`config.mk`:
```
export PLATFORM = sky130hd
export DESIGN_NAME = cpc_parser
export DESIGN_NICKNAME = d
export VERILOG_FILES = /design/src/rtl/cpc_pkg.sv /design/src/rtl/cpc_parser.sv
export SDC_FILE = /design/constraint.sdc
export NUM_CORES = 1
export LEC_CHECK = 0
export ABC_AREA = 0
export BUFFER_PORTS_ARGS = -buffer_cell sky130_fd_sc_hd__buf_4
export CAP_MARGIN = 20
export CELL_PAD_IN_SITES_DETAIL_PLACEMENT = 1
export CELL_PAD_IN_SITES_GLOBAL_PLACEMENT = 1
export CORE_MARGIN = 8
export CORE_UTILIZATION = 40
export CTS_CLUSTER_DIAMETER = 120
export DETAILED_ROUTE_END_ITERATION = 12
export GPL_TIMING_DRIVEN = 0
export PLACE_DENSITY_LB_ADDON = 0.1
export RECOVER_POWER = 50
export SYNTH_ARGS = -nofsm -noshare
export SYNTH_HDL_FRONTEND = slang
export SYNTH_SLANG_ARGS = --single-unit
```
`constraint.sdc`:
```
create_clock -name clk_i -period 2.95 [get_ports clk_i]
set_clock_uncertainty 0.15 [all_clocks]
set_input_delay 0.295 -clock clk_i [delete_from_list [all_inputs] [get_ports clk_i]]
set_output_delay 0.295 -clock clk_i [all_outputs]
set_load 0.05 [all_outputs]
```
`src/rtl/cpc_pkg.sv`:
```
// ----------------------------------------------------------------------------
// cpc_pkg: shared types and constants of the cable pinout checker
// Result kinds, frame character codes and the parser-to-datapath struct.
// ----------------------------------------------------------------------------
package cpc_pkg;

  // Width of a pin index on the ports and in the parser registers.
  localparam int unsigned PinW = 6;

  typedef enum logic [1:0] {
    KIND_LOADED  = 2'd0,
    KIND_OPEN    = 2'd1,
    KIND_SHORT   = 2'd2,
    KIND_VERDICT = 2'd3
  } kind_e;

  localparam logic [7:0] CH_DOLLAR = 8'h24;
  localparam logic [7:0] CH_AMP    = 8'h26;
  localparam logic [7:0] CH_HASH   = 8'h23;
  localparam logic [7:0] CH_DASH   = 8'h2D;
  localparam logic [7:0] CH_COMMA  = 8'h2C;
  localparam logic [7:0] CH_NL     = 8'h0A;
  localparam logic [7:0] CH_ZERO   = 8'd48;

  // What the parser asks of the map for one character.
  typedef struct packed {
    logic            mark;    // set the cell at row/col
    logic [PinW-1:0] row;     // current row, also the map read address
    logic [PinW-1:0] col;     // column of the cell to mark
    logic            clear;   // start of a frame: empty the map
    logic            loaded;  // end of a frame: report the map as loaded
  } parse_t;

endpackage

```
`src/rtl/cpc_parser.sv`:
```
// ----------------------------------------------------------------------------
// cpc_parser: frame parser for the expected pinout text
// Tracks the frame phase and the current row and column, and tells the
// datapath which cell to mark, when to clear the map and when a frame ends.
// ----------------------------------------------------------------------------
module cpc_parser #(
  parameter int unsigned PINS = 40
) (
  input  logic            clk_i,
  input  logic            rst_ni,
  input  logic            step_i,
  input  logic [7:0]      char_i,
  output cpc_pkg::parse_t parse_o
);
  import cpc_pkg::*;

  typedef enum logic [2:0] {
    PH_IDLE  = 3'd0,
    PH_ROW0  = 3'd1,
    PH_BODY  = 3'd2,
    PH_COL   = 3'd3,
    PH_COMMA = 3'd4,
    PH_HASH  = 3'd5
  } phase_e;

  phase_e          phase_q, phase_d;
  logic [PinW-1:0] row_q, row_d;
  logic [PinW-1:0] col_q, col_d;
  logic [7:0]      digit;
  logic            digit_ok;
  parse_t          p;

  // Digits are the character code minus '0', taken modulo 256.
  assign digit    = char_i - CH_ZERO;
  assign digit_ok = digit < 8'(PINS);

  always_comb begin
    phase_d = phase_q;
    row_d   = row_q;
    col_d   = col_q;
    p       = '0;
    p.row   = row_q;
    p.col   = col_q;
    case (phase_q)
      PH_IDLE: begin
        if (char_i == CH_DOLLAR) begin
          p.clear = 1'b1;
          phase_d = PH_ROW0;
        end
      end
      PH_ROW0: begin
        if (digit_ok) begin
          row_d = digit[PinW-1:0];
        end
        phase_d = PH_BODY;
      end
      PH_BODY: begin
        if (char_i == CH_AMP) begin
          p.loaded = 1'b1;
          phase_d  = PH_IDLE;
        end else if (char_i == CH_DASH) begin
          phase_d = PH_COL;
        end else if (char_i == CH_COMMA) begin
          phase_d = PH_COMMA;
        end else begin
          p.mark = 1'b1;
        end
      end
      PH_COMMA: begin
        if (char_i == CH_HASH) begin
          phase_d = PH_HASH;
        end else begin
          if (digit_ok) begin
            col_d  = digit[PinW-1:0];
            p.col  = digit[PinW-1:0];
            p.mark = 1'b1;
          end
          phase_d = PH_BODY;
        end
      end
      PH_COL: begin
        if (digit_ok) begin
          col_d  = digit[PinW-1:0];
          p.col  = digit[PinW-1:0];
          p.mark = 1'b1;
        end
        phase_d = PH_BODY;
      end
      PH_HASH: begin
        if (char_i == CH_NL || char_i == CH_AMP) begin
          p.loaded = 1'b1;
          phase_d  = PH_IDLE;
        end else begin
          if (digit_ok) begin
            row_d = digit[PinW-1:0];
          end
          phase_d = PH_BODY;
        end
      end
      default: begin
        phase_d = PH_IDLE;
      end
    endcase
    if (!step_i) begin
      p.mark   = 1'b0;
      p.clear  = 1'b0;
      p.loaded = 1'b0;
    end
  end

  always_ff @(posedge clk_i or negedge rst_ni) begin
    if (!rst_ni) begin
      phase_q <= PH_IDLE;
      row_q   <= '0;
      col_q   <= '0;
    end else if (step_i) begin
      phase_q <= phase_d;
      row_q   <= row_d;
      col_q   <= col_d;
    end
  end

  assign parse_o = p;

endmodule
```
==> flow_summary.toml <==
[run_status]
status = "finished, final reports clean"

[clocking]
h-tree-depth = 1
numCtsBuffers = 3
clockRootBuffer = "clkbuf_4"
clock_latency_ns = 0.27
clk_pin_slew_ns = 0.08
clock-sinks = 15
cts_buffer_depth = 2
cts_tree = "done"

[synthesis]
ys_seq_elements = 15
syn_area_per_cell_um2 = 10.37
ys_seq_area_frac = 0.3480
ys_types = 38
synth_area_leaders = "dfrtp_1, mux2_2, ha_1"
synth_top_area_share = 0.3480
synth_cells = 104
synthFlopType = "dfrtp_1"
synthArstFlopShare = 1.000
synth-simple-area-share = 0.1868
yosys_warnings = 0
yosysMostFrequentCell = "mux2_2"
synth_top_family_by_area = "multiplexers"
syn_area_um2 = 1079
synth_compound_area_frac = 0.1497
synth_adder_area_share = 0.05800
synth_mux_area_frac = 0.2169
synth_edf_count = 0
yosys-top-cells-count = "mux2_2, dfrtp_1, nand2_1, ha_1, inv_1"
yosysTopAreaCell = "dfrtp_1"
synth-xor-area-share = 0
synth_nets = 120

[pwr]
ir_drop_uv = 594.4
leakage_nw = 0.5923
finalPower_mw = 1.173
powerDensity_nw_per_um2 = 877.2

[setup_path]
setup.worst_path.start_class = "flip-flop"
cp-end-kind = "output port"
path_cells = "clkbuf_1, nor3b_2, a21bo_2, a22oi_2, buf_4, mux2_2, buf_4"
cpPeakStageDelay_ns = 0.37
critical_path.max_fanout = 9
worstPathArrival_ns = 2.37
reg2reg_depth = 5
r2r_setup_slack_ns = 0.77
r2r_end = "col_q[5]$_DFFE_PN0P_"
rr_startpoint = "phase_q[0]$_DFFE_PN0P_"
crit_type = "flip-flop to output port"
cp_slowest_cell = "dfrtp_1"
crit_path_frequent_cell = "buf_4"
required_ns = 2.51

[final_layout]
seqCellArea_um2 = 375.4
final_util = 0.5024
antenna_cells = 0
n_fill_cell = 339
drive_above_1_share = 0.4044
areaGrowthSynthToFinish_pct = 24.01
nets = 153
multi_input_area_um2 = 670.6

[grt]
use_met1 = 0.1560
grt_max_degree = 16
grt_use_met3 = 0.02455
grt_antenna_before_repair = 0
grt_pass1_vias = 1022
gr-max-usage-layer = "met2"
grtUsageMet2 = 0.2415
grt_pass1_wl_um = 4836
overflow = 0
grt_use_total = 0.1334

[die]
io_pins = 26
core_um2 = 2663
num_rows = 19
die_y_um = 67.93
die_area_um2 = 4614
die_w_um = 67.93
start_util = 0.4051

[placement]
hpwl_um = 2255
gp_congestion = 0.7381
dp_slack_ns = 0.2262
io_buffers = 24

[timing]
rsz0062_at_grt = "no"
max-slew-margin-rel = 0.4732
layout_min_cycle_time_ns = 2.816
worst_pin_slew_ns = 0.7902
max_freq_ghz = 0.3551
min_period_over_period = 0.9545
fin_ws_ns = 0.1342
setup_viol = 0
fin_setup_tns_ns = 0
finalHoldViolations = 0
drv_slew = 0

[route]
ant_nets = 0
drt-initial-drc-count = 35
avgViaCountPerCell = 5.461
post_drt_wl_per_cell_um = 17.05
totalWireLength_um = 2847
drtPass1Iterations = 4
dr_total_vias = 912
drc_errors = 0

[min_path]
worstHoldPathCells = 2
hold_start = "char_i[2]"
whs_endpoint = "col_q[2]$_DFFE_PN0P_"
hold_path.class = "primary input to flip-flop"

[flow_run]
maxCapViolCount = 0
[layer usage]
metal  part of all wire  vias to the layer above
met5                  0                        -
met4             0.0042                        0
met3              0.042                        2
met2               0.52                       15
met1               0.43                      451
li1                   -                      444
[per-stage QoR]
step / area (um2) / hold WS (ns) / instances
after floorplan: 1085 / -0.1506 / 104
after global placement: 1304 / 0.006190 / 159
after detailed placement: 1304 / 0.006968 / 159
after CTS: 1363 / 0.1046 / 167
after global routing: 1338 / 0.1524 / 167
final: 1338 / 0.1583 / 167
[sequential cells by signal, summed over array words and instances (netlist names)]
| signal | flops |
|---|---|
| col_q | 6 |
| phase_q | 3 |
| row_q | 6 |
[cells by family (layout without fill, tap and decap cells)]
kind of cell | after synthesis | after routing
AND/OR/NAND/NOR | 32 | 32
AO/OA/AOI/OAI | 21 | 21
multiplexers | 21 | 21
flip-flops | 15 | 15
buffers and inverters | 10 | 42
adder cells (fa/ha/maj) | 5 | 5
[final cells by class]
type	instances	share of cell area
clock buffers	4	0.01964
plain buffers	5	0.01871
well taps	31	0.02900
flip-flops and latches	15	0.2806
multi-input cells	79	0.5014
repair buffers	28	0.1366
inverters	5	0.01403
[placed cells by master (no fill, tap or decap), types with 2 or more instances in the layout]
cell and count:
ha_1 5, mux2_2 19, nand3_1 3, inv_1 5, clkbuf_1 11, clkbuf_4 3
buf_2 2, nor2b_1 4, a31o_2 2, mux2i_1 2, a21bo_2 2, dfrtp_1 15
a21oi_1 4, buf_4 20, nor3_1 2, or3_1 3, nor2_1 2, nand2_1 8
a21oi_2 2
[power breakdown]
part / switching, mW / internal, mW
combinational: 0.479 / 0.241
clock: 0.0607 / 0.0524
sequential: 0.0483 / 0.292
[critical path, delay by kind of cell (launching register included)]
kind | cells | cell delay, ns
flip-flops | 1 | 0.37
multiplexers | 1 | 0.35
AO/OA/AOI/OAI | 2 | 0.48
AND/OR/NAND/NOR | 1 | 0.30
buffers and inverters | 3 | 0.59
[repair_timing]
item,in CTS,in global routing
hold endpoints to repair,15,0
buffers inserted,3,0
hold buffers,1,0
setup endpoints to repair,6,6
gates resized for setup,0,1
pin swaps,1,0
[worst max path at each step]
stage                                 startpoint         end
after floorplan           phase_q[1]$_DFFE_PN0P_  parse_o[6]
after global placement                 char_i[4]  parse_o[5]
after detailed placement               char_i[4]  parse_o[4]
after CTS                 phase_q[0]$_DFFE_PN0P_  parse_o[4]
after global routing      phase_q[0]$_DFFE_PN0P_  parse_o[5]
final                     phase_q[0]$_DFFE_PN0P_  parse_o[4]
(Power assumes the default switching activity.)
